**config.mk**
```make
export PLATFORM = sky130hd
export DESIGN_NAME = gf256_recurrence_generator
export DESIGN_NICKNAME = d
export VERILOG_FILES = /design/src/hdl/gfr_pkg.sv /design/src/hdl/gfr_tap_ram.sv /design/src/hdl/gfr_seq.sv /design/src/hdl/gf256_recurrence_generator.sv
export VERILOG_INCLUDE_DIRS = /design/src /design/src/hdl
export SDC_FILE = /design/constraint.sdc
export NUM_CORES = 1
export LEC_CHECK = 0
export ABC_CLOCK_PERIOD_IN_PS = 7800
export BUFFER_PORTS_ARGS = -buffer_cell sky130_fd_sc_hd__buf_2
export CAP_MARGIN = 10
export CORE_MARGIN = 3
export CORE_UTILIZATION = 44
export DETAILED_ROUTE_END_ITERATION = 16
export SLEW_MARGIN = 20
export SYNTH_ARGS = -nofsm -noshare
export SYNTH_HDL_FRONTEND = slang
export SYNTH_HIERARCHICAL = 1
export SYNTH_SLANG_ARGS = --single-unit
export TNS_END_PERCENT = 100
```
**constraint.sdc**
```tcl
create_clock -name aclk -period 7.8 [get_ports aclk]
set_input_delay 1.56 -clock aclk [delete_from_list [all_inputs] [get_ports aclk]]
set_output_delay 1.56 -clock aclk [all_outputs]
set_load 0.1 [all_outputs]
```
**src/hdl/assert_macros.svh**
```systemverilog
// Assertion macros shared by the RTL of the GF(256) recurrence generator.
// No dependencies; SYNTH selects the empty versions for synthesis.
`ifndef ASSERT_MACROS_SVH
`define ASSERT_MACROS_SVH

`ifndef SYNTH
`define GFR_ASSERT_IMP(lbl, clk, rstn, ante, cons) \
    lbl: assert property (@(posedge clk) disable iff (!(rstn)) (ante) |-> (cons)) \
        else $error("same-cycle check failed");
`define GFR_ASSERT_NXT(lbl, clk, rstn, ante, cons) \
    lbl: assert property (@(posedge clk) disable iff (!(rstn)) (ante) |=> (cons)) \
        else $error("next-cycle check failed");
`else
`define GFR_ASSERT_IMP(lbl, clk, rstn, ante, cons)
`define GFR_ASSERT_NXT(lbl, clk, rstn, ante, cons)
`endif

`endif

```
**src/hdl/gfr_pkg.sv**
```systemverilog
// Shared types, codes and GF(256) arithmetic for the recurrence generator.
// No dependencies.
package gfr_pkg;

    localparam int BYTE_W      = 8;
    localparam int TAP_IDX_W   = 6;
    localparam int TAP_COUNT_W = 7;
    localparam int CFG_IDX_W   = 1;
    localparam int CFG_DATA_W  = 8;
    localparam int S_TDATA_W   = 24;

    // field polynomial x^8+x^7+x^6+x^5+x^4+x^3+1, low byte
    localparam logic [BYTE_W-1:0] FIELD_POLY_LOW = 8'hF9;

    // item kinds carried in s_tuser
    localparam logic REQ_GENERATE = 1'b0;
    localparam logic REQ_LOAD     = 1'b1;

    // register indexes
    localparam logic [CFG_IDX_W-1:0] CFG_TAP_COUNT = 1'b0;
    localparam logic [CFG_IDX_W-1:0] CFG_OFFSET    = 1'b1;

    // memory control from the sequencer
    typedef struct packed {
        logic rd_en;
        logic coef_we;
        logic hist_we;
    } gfr_ctl_t;

    // shift-and-add multiply, reduced by the field polynomial
    function automatic logic [BYTE_W-1:0] gf_mul(input logic [BYTE_W-1:0] p,
                                                 input logic [BYTE_W-1:0] q);
        logic [BYTE_W-1:0] a;
        logic [BYTE_W-1:0] acc;
        acc = '0;
        a   = p;
        for (int b = 0; b < BYTE_W; b++) begin
            if (q[b]) begin
                acc = acc ^ a;
            end
            if (a[BYTE_W-1]) begin
                a = {a[BYTE_W-2:0], 1'b0} ^ FIELD_POLY_LOW;
            end else begin
                a = {a[BYTE_W-2:0], 1'b0};
            end
        end
        return acc;
    endfunction

endpackage

```
**src/hdl/gfr_tap_ram.sv**
```systemverilog
// One tap table: synchronous RAM, one write and one read port, registered read.
// Per-entry valid bits make unwritten entries read as zero. Uses gfr_pkg.
module gfr_tap_ram #(
    parameter int DEPTH = 64
) (
    input  logic                            aclk,
    input  logic                            aresetn,
    input  logic                            we,
    input  logic [(DEPTH > 1 ? $clog2(DEPTH) : 1)-1:0] waddr,
    input  logic [gfr_pkg::BYTE_W-1:0]      wdata,
    input  logic                            re,
    input  logic [(DEPTH > 1 ? $clog2(DEPTH) : 1)-1:0] raddr,
    output logic [gfr_pkg::BYTE_W-1:0]      rdata
);

    logic [gfr_pkg::BYTE_W-1:0] mem [DEPTH];
    logic [DEPTH-1:0]           valid_reg;
    logic [gfr_pkg::BYTE_W-1:0] rdata_reg;

    always_ff @(posedge aclk) begin
        if (we) begin
            mem[waddr] <= wdata;
        end
        if (re) begin
            rdata_reg <= valid_reg[raddr] ? mem[raddr] : '0;
        end
    end

    always_ff @(posedge aclk) begin
        if (!aresetn) begin
            valid_reg <= '0;
        end else if (we) begin
            valid_reg[waddr] <= 1'b1;
        end
    end

    assign rdata = rdata_reg;

endmodule

```
**src/hdl/gfr_seq.sv**
```systemverilog
// Sequencer: takes items, walks the active taps one per cycle through the
// tap RAMs, shifts the history and hands out the result. Uses gfr_pkg.
module gfr_seq #(
    parameter int MAX_TAPS = 64
) (
    input  logic                                 aclk,
    input  logic                                 aresetn,
    input  logic                                 in_valid,
    output logic                                 in_ready,
    input  logic                                 in_req,
    input  logic [gfr_pkg::TAP_IDX_W-1:0]        in_idx,
    input  logic [gfr_pkg::BYTE_W-1:0]           in_seed,
    input  logic [gfr_pkg::TAP_COUNT_W-1:0]      tap_count,
    input  logic [gfr_pkg::BYTE_W-1:0]           offset_constant,
    input  logic [gfr_pkg::BYTE_W-1:0]           coef_q,
    input  logic [gfr_pkg::BYTE_W-1:0]           hist_q,
    output gfr_pkg::gfr_ctl_t                    ctl,
    output logic [(MAX_TAPS > 1 ? $clog2(MAX_TAPS) : 1)-1:0] rd_addr,
    output logic [(MAX_TAPS > 1 ? $clog2(MAX_TAPS) : 1)-1:0] coef_waddr,
    output logic [(MAX_TAPS > 1 ? $clog2(MAX_TAPS) : 1)-1:0] hist_waddr,
    output logic [gfr_pkg::BYTE_W-1:0]           hist_wdata,
    output logic                                 res_valid,
    input  logic                                 res_ready,
    output logic [gfr_pkg::BYTE_W-1:0]           res_data
);

    localparam int AW = (MAX_TAPS > 1) ? $clog2(MAX_TAPS) : 1;
    localparam int KW = $clog2(MAX_TAPS + 1);

    typedef enum logic [1:0] {ST_IDLE, ST_RUN, ST_FIN} state_t;

    state_t                     state_reg;
    logic [KW-1:0]              k_reg;
    logic [KW-1:0]              ptr_reg;
    logic [AW-1:0]              paddr_reg;
    logic                       pv_reg;
    logic [gfr_pkg::BYTE_W-1:0] acc_reg;

    logic                       accept;
    logic                       load_ok;
    logic                       issue;
    logic                       last;
    logic                       fire;
    logic                       shift_we;
    logic [KW-1:0]              k_eff;
    logic [KW-1:0]              k_last;
    logic [gfr_pkg::BYTE_W-1:0] acc_upd;

    // clamp tap count to 1..MAX_TAPS
    always_comb begin
        if (tap_count == '0) begin
            k_eff = KW'(1);
        end else if ({2'b00, tap_count} > 9'(MAX_TAPS)) begin
            k_eff = KW'(MAX_TAPS);
        end else begin
            k_eff = KW'(tap_count);
        end
    end

    assign in_ready = (state_reg == ST_IDLE);
    assign accept   = in_valid && in_ready;
    assign load_ok  = accept && (in_req == gfr_pkg::REQ_LOAD)
                      && ({3'b000, in_idx} < 9'(MAX_TAPS));
    assign issue    = (state_reg == ST_RUN) && (ptr_reg < k_reg);
    assign k_last   = k_reg - KW'(1);
    assign last     = (state_reg == ST_RUN) && pv_reg && (KW'(paddr_reg) == k_last);
    assign fire     = (state_reg == ST_FIN) && res_ready;
    assign shift_we = (state_reg == ST_RUN) && pv_reg && (paddr_reg != '0);
    assign acc_upd  = acc_reg ^ gfr_pkg::gf_mul(coef_q, hist_q);

    assign ctl.rd_en   = issue;
    assign ctl.coef_we = load_ok;
    assign ctl.hist_we = load_ok || shift_we || fire;
    assign rd_addr     = AW'(ptr_reg);
    assign coef_waddr  = AW'(in_idx);

    // history write: load, shift down by one, or the new byte at k-1
    always_comb begin
        priority if (load_ok) begin
            hist_waddr = AW'(in_idx);
            hist_wdata = in_seed;
        end else if (shift_we) begin
            hist_waddr = paddr_reg - AW'(1);
            hist_wdata = hist_q;
        end else begin
            hist_waddr = AW'(k_last);
            hist_wdata = acc_reg;
        end
    end

    assign res_valid = fire;
    assign res_data  = acc_reg;

    always_ff @(posedge aclk) begin
        if (!aresetn) begin
            state_reg <= ST_IDLE;
            pv_reg    <= 1'b0;
        end else begin
            unique case (state_reg)
                ST_IDLE: begin
                    pv_reg <= 1'b0;
                    if (accept && (in_req == gfr_pkg::REQ_GENERATE)) begin
                        k_reg     <= k_eff;
                        ptr_reg   <= '0;
                        acc_reg   <= offset_constant;
                        state_reg <= ST_RUN;
                    end
                end
                ST_RUN: begin
                    pv_reg    <= issue;
                    paddr_reg <= AW'(ptr_reg);
                    if (issue) begin
                        ptr_reg <= ptr_reg + KW'(1);
                    end
                    if (pv_reg) begin
                        acc_reg <= acc_upd;
                    end
                    if (last) begin
                        state_reg <= ST_FIN;
                    end
                end
                ST_FIN: begin
                    pv_reg <= 1'b0;
                    if (res_ready) begin
                        state_reg <= ST_IDLE;
                    end
                end
                default: begin
                    state_reg <= ST_IDLE;
                end
            endcase
        end
    end

endmodule

```
**src/hdl/gf256_recurrence_generator.sv**
```systemverilog
// GF(256) linear recurrence byte generator, top level.
// Load item: written when taken, no result. Generate item with k active taps: the
// sequencer walks the k taps, then hands the result to the output register; the next
// item is taken after that hand-over. One tap per cycle, set by the single RAM read port.
// The output register lets the next item be taken while a result waits.
// Reset (aresetn low, synchronous): tables read as zero, tap_count = 1, c = 0.
`include "assert_macros.svh"

module gf256_recurrence_generator #(
    parameter int MAX_TAPS = 64
) (
    input  logic                               aclk,
    input  logic                               aresetn,
    // input items
    input  logic                               s_tvalid,
    output logic                               s_tready,
    // [5:0] tap_index, [13:6] tap_coefficient, [21:14] seed_value, [23:22] zero
    input  logic [gfr_pkg::S_TDATA_W-1:0]      s_tdata,
    // [0] req_type
    input  logic [0:0]                         s_tuser,
    // result items
    output logic                               m_tvalid,
    input  logic                               m_tready,
    // [7:0] random_byte
    output logic [gfr_pkg::BYTE_W-1:0]         m_tdata,
    // configuration writes
    input  logic                               cfg_wr_en,
    input  logic [gfr_pkg::CFG_IDX_W-1:0]      cfg_index,
    input  logic [gfr_pkg::CFG_DATA_W-1:0]     cfg_wr_data
);

    localparam int AW = (MAX_TAPS > 1) ? $clog2(MAX_TAPS) : 1;

    // configuration registers
    logic [gfr_pkg::TAP_COUNT_W-1:0] tap_count_reg;
    logic [gfr_pkg::BYTE_W-1:0]      offset_reg;

    always_ff @(posedge aclk) begin
        if (!aresetn) begin
            tap_count_reg <= gfr_pkg::TAP_COUNT_W'(1);
            offset_reg    <= '0;
        end else if (cfg_wr_en) begin
            unique case (cfg_index)
                gfr_pkg::CFG_TAP_COUNT: tap_count_reg <= cfg_wr_data[gfr_pkg::TAP_COUNT_W-1:0];
                gfr_pkg::CFG_OFFSET:    offset_reg    <= cfg_wr_data;
                default: ;
            endcase
        end
    end

    // unpack the input item
    logic [gfr_pkg::TAP_IDX_W-1:0] in_idx;
    logic [gfr_pkg::BYTE_W-1:0]    in_coef;
    logic [gfr_pkg::BYTE_W-1:0]    in_seed;

    assign in_idx  = s_tdata[5:0];
    assign in_coef = s_tdata[13:6];
    assign in_seed = s_tdata[21:14];

    // sequencer <-> tap RAMs
    gfr_pkg::gfr_ctl_t          ctl;
    logic [AW-1:0]              rd_addr;
    logic [AW-1:0]              coef_waddr;
    logic [AW-1:0]              hist_waddr;
    logic [gfr_pkg::BYTE_W-1:0] hist_wdata;
    logic [gfr_pkg::BYTE_W-1:0] coef_q;
    logic [gfr_pkg::BYTE_W-1:0] hist_q;
    logic                       res_valid;
    logic                       res_ready;
    logic [gfr_pkg::BYTE_W-1:0] res_data;

    gfr_tap_ram #(.DEPTH(MAX_TAPS)) u_coef_ram (
        .aclk    (aclk),
        .aresetn (aresetn),
        .we      (ctl.coef_we),
        .waddr   (coef_waddr),
        .wdata   (in_coef),
        .re      (ctl.rd_en),
        .raddr   (rd_addr),
        .rdata   (coef_q)
    );

    gfr_tap_ram #(.DEPTH(MAX_TAPS)) u_hist_ram (
        .aclk    (aclk),
        .aresetn (aresetn),
        .we      (ctl.hist_we),
        .waddr   (hist_waddr),
        .wdata   (hist_wdata),
        .re      (ctl.rd_en),
        .raddr   (rd_addr),
        .rdata   (hist_q)
    );

    gfr_seq #(.MAX_TAPS(MAX_TAPS)) u_seq (
        .aclk            (aclk),
        .aresetn         (aresetn),
        .in_valid        (s_tvalid),
        .in_ready        (s_tready),
        .in_req          (s_tuser[0]),
        .in_idx          (in_idx),
        .in_seed         (in_seed),
        .tap_count       (tap_count_reg),
        .offset_constant (offset_reg),
        .coef_q          (coef_q),
        .hist_q          (hist_q),
        .ctl             (ctl),
        .rd_addr         (rd_addr),
        .coef_waddr      (coef_waddr),
        .hist_waddr      (hist_waddr),
        .hist_wdata      (hist_wdata),
        .res_valid       (res_valid),
        .res_ready       (res_ready),
        .res_data        (res_data)
    );

    // output register: the sequencer hands over only when this slot frees
    logic                       m_tvalid_reg;
    logic [gfr_pkg::BYTE_W-1:0] m_tdata_reg;

    assign res_ready = !m_tvalid_reg || m_tready;

    always_ff @(posedge aclk) begin
        if (!aresetn) begin
            m_tvalid_reg <= 1'b0;
        end else if (res_valid) begin
            m_tvalid_reg <= 1'b1;
        end else if (m_tready) begin
            m_tvalid_reg <= 1'b0;
        end
    end

    always_ff @(posedge aclk) begin
        if (res_valid) begin
            m_tdata_reg <= res_data;
        end
    end

    assign m_tvalid = m_tvalid_reg;
    assign m_tdata  = m_tdata_reg;

    // checks
    `GFR_ASSERT_IMP(a_res_slot_free, aclk, aresetn, res_valid, res_ready)
    `GFR_ASSERT_IMP(a_coef_write_on_load, aclk, aresetn, ctl.coef_we,
                    s_tvalid && s_tready && (s_tuser[0] == gfr_pkg::REQ_LOAD))
    `GFR_ASSERT_NXT(a_generate_busy, aclk, aresetn,
                    s_tvalid && s_tready && (s_tuser[0] == gfr_pkg::REQ_GENERATE), !s_tready)

endmodule
```
==> flow_metrics.tcl, run 1 <==
set metrics [dict create \
    status "completed" \
    placeableCoreArea_sq_um 110000 \
    cts_inserted_buffers 118 \
    syn_avg_cell_area_sq_um 18.2 \
    final_cell_mix "1,076 x edfxtp_1, 282 x mux4_2, 159 x nor2_1" \
    synthAdderAreaFrac 0.00255 \
    vias 25300 \
    place.gp.congestion 0.844 \
    finalMaxSlewViolations 0 \
    hold_viol_final 0 \
    seq_area_frac_synth 0.720 \
    cts_hold_buf 0 \
    ys_top_cells_by_area "edfxtp_1 66%, mux4_2 13%, dfxtp_1 6.0%, a22oi_1 2.2%, o21a_1 2.0%" \
    layout_commonest_cell "edfxtp_1" \
    dieArea_sq_um 115000 \
    maxCapViolations 0 \
    clock_latency_ps 690 \
    power_density_nw_per_um2 254 \
    area_growth_pct 11.6 \
    rows 121 \
    cp_slowest_stage_delay_ps 1030 \
    ir_worst_vdd_v 0.000160 \
    cp_slowest_cell "nor2_1" \
    grt_max_degree 123 \
    r2r-start "u_seq/state_reg[0]" \
    fillers 8879 \
    async_flop_share 0 \
    dp_slack_ps 2650 \
    cts_setup_buffers 0 \
    hold_depth 1 \
    ys_ff_latch 1223 \
    worstSetupStartpointType "input port" \
    yosys.area_share.simple 0.0373 \
    syn_inst 2689 \
    synth.cell_area_sq_um 49000 \
    routed_via_density 5.87 \
    end_kind "flop" \
    yosysTopAreaCell "edfxtp_1" \
    path_delay_family "simple AND/OR/NAND/NOR gates" \
    setup_tns_ps 0 \
    rsz0062_at_grt "false" \
    synth_cell_type_count 56 \
    first_global_vias 25500 \
    synth_top_family_by_area "multiplexers" \
    setup_ws_ps 3200 \
    grt_pass1_wl_mm 167 \
    cts_root_buffer "clkbuf_16" \
    dr.pass1.iters 7 \
    drt_iter0_drc 2632 \
    drc 0 \
    leakage_nw 17.2 \
    hp-class "flop to flop" \
    hold_end "u_hist_ram/valid_reg[48]" \
    synthesis.nets 2738 \
    min_period_ps 4600 \
    antenna_found_initial 1 \
    reg2reg_depth 8 \
    gr-total-overflow 0 \
    path_class "input port to flop" \
    cp.arrival_ps 4910 \
    reg_top3 "u_coef_ram/mem (512), u_hist_ram/mem (512)" \
    synth-compound-area-share 0.0610 \
    port_buffers 46 \
    die_height_um 340 \
    ios 49 \
    ant_nets 0 \
    yosysWarnings 6 \
    cts_resized 0 \
    synth-edff-count 1076 \
    synth_top_area_frac 0.660 \
    cp.required_ps 8100 \
    r2r_setup_slack_ps 3270 \
    synth_xor_area_frac 0.0192 \
    path_max_fanout 18 \
    timing.fmax_mhz 217 \
    drt-total-wl_mm 112 \
    wl_per_cell_um 26.1 \
    power_w 0.0139 \
    layout-drive-gt1-share 0.218 \
    grt_use_total 0.194 \
    path_common_cell "nand3_1" \
    r2r_end "u_hist_ram/mem[37][5]" \
    initial_utilization 0.447 \
    final-setup-viol-count 0 \
    tightest_slew_ps 1080 \
    nets 2779 \
    cts_buffer_depth 3 \
    fin_worst_skew_ps 18.4 \
    ys.flop_type "edfxtp_1" \
    slew_headroom 0.277 \
    muxShareOfSynthArea 0.139 \
    path_buf_inv 1 \
    hpwl_mm 66.9 \
    min_from "u_hist_ram/valid_reg[48]" \
    finalCritPeriodShare 0.590 \
    cts_max_level 3 \
    cts_tree "done" \
    path_clk_slew_ps 60 \
    critical_path.cell_chain "buf_2 > nand3_1 > and2_1 > nand2b_1 > nor2b_1 > nand3_1 > nor2_1" \
    die_w_um 340 \
    cts.sinks 1223 \
]
[metal layers]
layer | up-vias | share of wire | track usage | wire length [um]
met5 | - | 0 | 0 | 0
met4 | 0 | 0.022 | 0.0547 | 2530
met3 | 163 | 0.073 | 0.0305 | 8230
met2 | 989 | 0.47 | 0.300 | 52300
met1 | 13300 | 0.44 | 0.287 | 49300
li1 | 10900 | - | - | -
[cell usage after synthesis (3+ instances only)]
cell      count
nor2_1      169
or2_2         3
a211oi_1      7
o21ai_1       9
o211ai_1      3
and2_1        6
nor2b_1      31
buf_2        45
inv_1        17
nand2_1      95
nand4_1       5
clkbuf_2      5
a21o_1        5
mux4_2      282
dfxtp_1     147
o21a_1      129
a22oi_1     141
a31oi_1       6
clkbuf_1     62
nor3_1       19
nand2b_1     20
buf_1         8
nand3_1      21
xor2_1       30
nor4_1       16
buf_6        19
edfxtp_1   1076
ha_1         10
xnor2_1      66
and3_1        5
o21ai_0      18
a21oi_1      91
mux2_2       13
mux2i_1      29
xnor2_2       5
o22ai_1      13
buf_4        35
[logic make-up after synthesis]
| kind of cell | count (synthesis) |
|---|---|
| AO/OA/AOI/OAI | 436 |
| AND/OR/NAND/NOR | 402 |
| flip-flops | 1223 |
| buffers and inverters | 192 |
| adder cells (fa/ha/maj) | 10 |
| XOR/XNOR | 102 |
| multiplexers | 324 |
[report_power, final]
group	switching (W)	leakage, nW	internal (W)
clock network	0.00241	2.02	0.00349
logic	0.000497	4.35	0.000258
registers	0.0000333	10.9	0.00719
[final cells by class]
type / count / area, sq um / area share
flip-flops and latches: 1223 / 35300 / 0.645
multi-input cells: 1274 / 12700 / 0.233
clock buffers: 156 / 3270 / 0.0598
well taps: 1476 / 1850 / 0.0338
clock inverters: 68 / 833 / 0.0152
repair buffers: 95 / 654 / 0.0120
inverters: 18 / 67.6 / 0.00124
diodes: 1 / 2.50 / 0.0000458
[how the worst max path moves through the flow]
stage,from,end,cells after the start
floorplan,s_tvalid,u_hist_ram/mem[0][1],4
global placement,s_tvalid,u_hist_ram/mem[23][2],6
detailed placement,s_tvalid,u_hist_ram/mem[37][1],7
CTS,s_tvalid,u_hist_ram/mem[37][3],7
global route,s_tvalid,u_hist_ram/mem[56][7],7
finish,s_tvalid,u_hist_ram/mem[37][5],7
[through the flow]
step,std cells,hold WS [ps],area (sq um),util
3_5_place_dp,4086,447,50600,0.461
6_report,4311,459,54700,0.499
4_1_cts,4310,462,54700,0.499
2_1_floorplan,2689,429,49000,-
3_3_place_gp,4086,440,50600,0.461
5_1_grt,4310,471,54700,0.499
Note: power is estimated with default switching activity, not from simulation.
==> run 2: changes to the inputs <==
--- a/config.mk
+++ b/config.mk
@@ -6,7 +6,7 @@
 export SDC_FILE = /design/constraint.sdc
 export NUM_CORES = 1
 export LEC_CHECK = 0
-export ABC_CLOCK_PERIOD_IN_PS = 7800
+export ABC_CLOCK_PERIOD_IN_PS = 3850
 export BUFFER_PORTS_ARGS = -buffer_cell sky130_fd_sc_hd__buf_2
 export CAP_MARGIN = 10
 export CORE_MARGIN = 3
==> constraint.sdc (replaced) <==
create_clock -name aclk -period 3.85 [get_ports aclk]
set_input_delay 0.77 -clock aclk [delete_from_list [all_inputs] [get_ports aclk]]
set_output_delay 0.77 -clock aclk [all_outputs]
set_load 0.1 [all_outputs]
==> run 2 against run 1 <==
Global-route usage up 0.074 points; cell area grew 1.9%; core utilization increased by 0.93 points; non-clock buffer count increased by 130; highest routed layer unchanged; critical path depth up 2; critical path type is now flop to flop; setup slack got worse by 3100 ps; critical endpoint is now u_hist_ram/mem[15][6]; clock skew increased by 7.1 ps; final cell count increased by 3.1%; clock-buffer cell count is 22 higher; sequential power up 100%; die area unchanged.
==> flow_metrics.tcl, run 2 (synthesized netlist as in run 1, its figures left out) <==
set metrics [dict create \
    r2r_setup_slack_ps 80 \
    cts_setup_buffers 0 \
    drt_iter0_drc 2592 \
    ios 49 \
    min_period_ps 3770 \
    layout_commonest_cell "edfxtp_1" \
    final-setup-viol-count 0 \
    drc 0 \
    path_clk_slew_ps 60 \
    routed_via_density 5.75 \
    antenna_found_initial 1 \
    setup_ws_ps 84.8 \
    grt_pass1_wl_mm 170 \
    cts_max_level 3 \
    cp.arrival_ps 4080 \
    finalCritPeriodShare 0.978 \
    setup_tns_ps 0 \
    port_buffers 46 \
    gr-total-overflow 0 \
    cts_buffer_depth 3 \
    ir_worst_vdd_v 0.000355 \
    cts_hold_buf 0 \
    hp-class "input port to flop" \
    reg2reg_depth 9 \
    holdWs_ps 323 \
    reg_top3 "u_coef_ram/mem (512), u_hist_ram/mem (512)" \
    vias 25600 \
    die_height_um 340 \
    layout-drive-gt1-share 0.249 \
    initial_utilization 0.447 \
    dp_slack_ps -6.72 \
    worstSetupStartpoint "u_seq/state_reg[0]" \
    first_global_vias 26200 \
    placeableCoreArea_sq_um 110000 \
    cts.sinks 1223 \
    leakage_nw 17.9 \
    ant_nets 0 \
    end_kind "flop" \
    dr.pass1.iters 6 \
    grt_max_degree 86 \
    rows 121 \
    r2r_end "u_hist_ram/mem[15][6]" \
    slew_headroom 0.357 \
    tightest_slew_ps 964 \
    grt_use_total 0.195 \
    hold_viol_final 0 \
    die_w_um 340 \
    cts_tree "done" \
    wl_per_cell_um 25.3 \
    finalMaxSlewViolations 0 \
    clock_latency_ps 700 \
    cts_root_buffer "clkbuf_16" \
    cp.required_ps 4160 \
    path_max_fanout 17 \
    rsz0062_at_grt "true" \
    r2r-start "u_seq/state_reg[0]" \
    path_class "flop to flop" \
    area_growth_pct 13.7 \
    worstSetupStartpointType "flop" \
    nets 2912 \
    endpoint "u_hist_ram/mem[15][6]" \
    drt-total-wl_mm 113 \
    maxCapViolations 0 \
    fin_worst_skew_ps 25.5 \
    power_w 0.0278 \
    final_cell_mix "1,076 x edfxtp_1, 282 x mux4_2, 165 x buf_4" \
    dieArea_sq_um 115000 \
    power_density_nw_per_um2 500 \
    hpwl_mm 71.2 \
    cts_inserted_buffers 121 \
    place.gp.congestion 0.858 \
    timing.fmax_mhz 266 \
    status "completed" \
]
run 2: how the worst min path moves through the flow:
stage,depth (start not counted),to,slack (ps),startpoint
floorplan,2,offset_reg[0],430,offset_reg[0]
global placement,1,u_coef_ram/valid_reg[48],440,u_coef_ram/valid_reg[48]
finish,3,offset_reg[7],320,cfg_wr_data[7]
global route,3,offset_reg[0],330,cfg_wr_data[0]
detailed placement,1,u_hist_ram/valid_reg[20],450,u_hist_ram/valid_reg[20]
CTS,3,offset_reg[7],280,cfg_wr_data[7]
run 2: cell type report:
cell class                 instances  area (sq um)
antenna                            2          5.00
clock buffer                     178          3460
clock inverter                    50           504
fill                            8863         53900
inverter                          18          67.6
multi-input combinational       1274         12800
sequential                      1223         35300
tap                             1476          1850
timing repair buffer             225          1790
run 2: per-layer routing:
layer,part of all wire,global-route usage
met3,0.073,0.0365
met5,0,0
met2,0.47,0.301
met1,0.44,0.284
met4,0.021,0.0533
run 2: timing repair:
| action | in CTS | in global routing |
|---|---|---|
| endpoints found under the hold margin | 0 | 0 |
| endpoints found under the setup margin | 8 | 12 |
| resized for setup | 2 | 3 |
run 2: worst max-delay path: stages (launching register included):
cell	delay (ps)
dfxtp_1	410
nor2b_1	370
nand2_1	200
a31o_2	380
nand2_1	90
o21ai_0	70
a21oi_1	400
nor2b_1	300
nand2b_1	360
nor2_1	760
run 2: through the flow:
stage	utilization	cells	instance area, sq um
global route	0.508	4445	55700
global placement	0.472	4216	51700
CTS	0.508	4444	55700
floorplan	-	2689	49000
finish	0.508	4446	55700
detailed placement	0.472	4216	51700
run 2: power breakdown:
group / switching (W) / internal (W)
combinational: 0.000996 / 0.000566
sequential: 0.0000750 / 0.0146
clock: 0.00486 / 0.00676
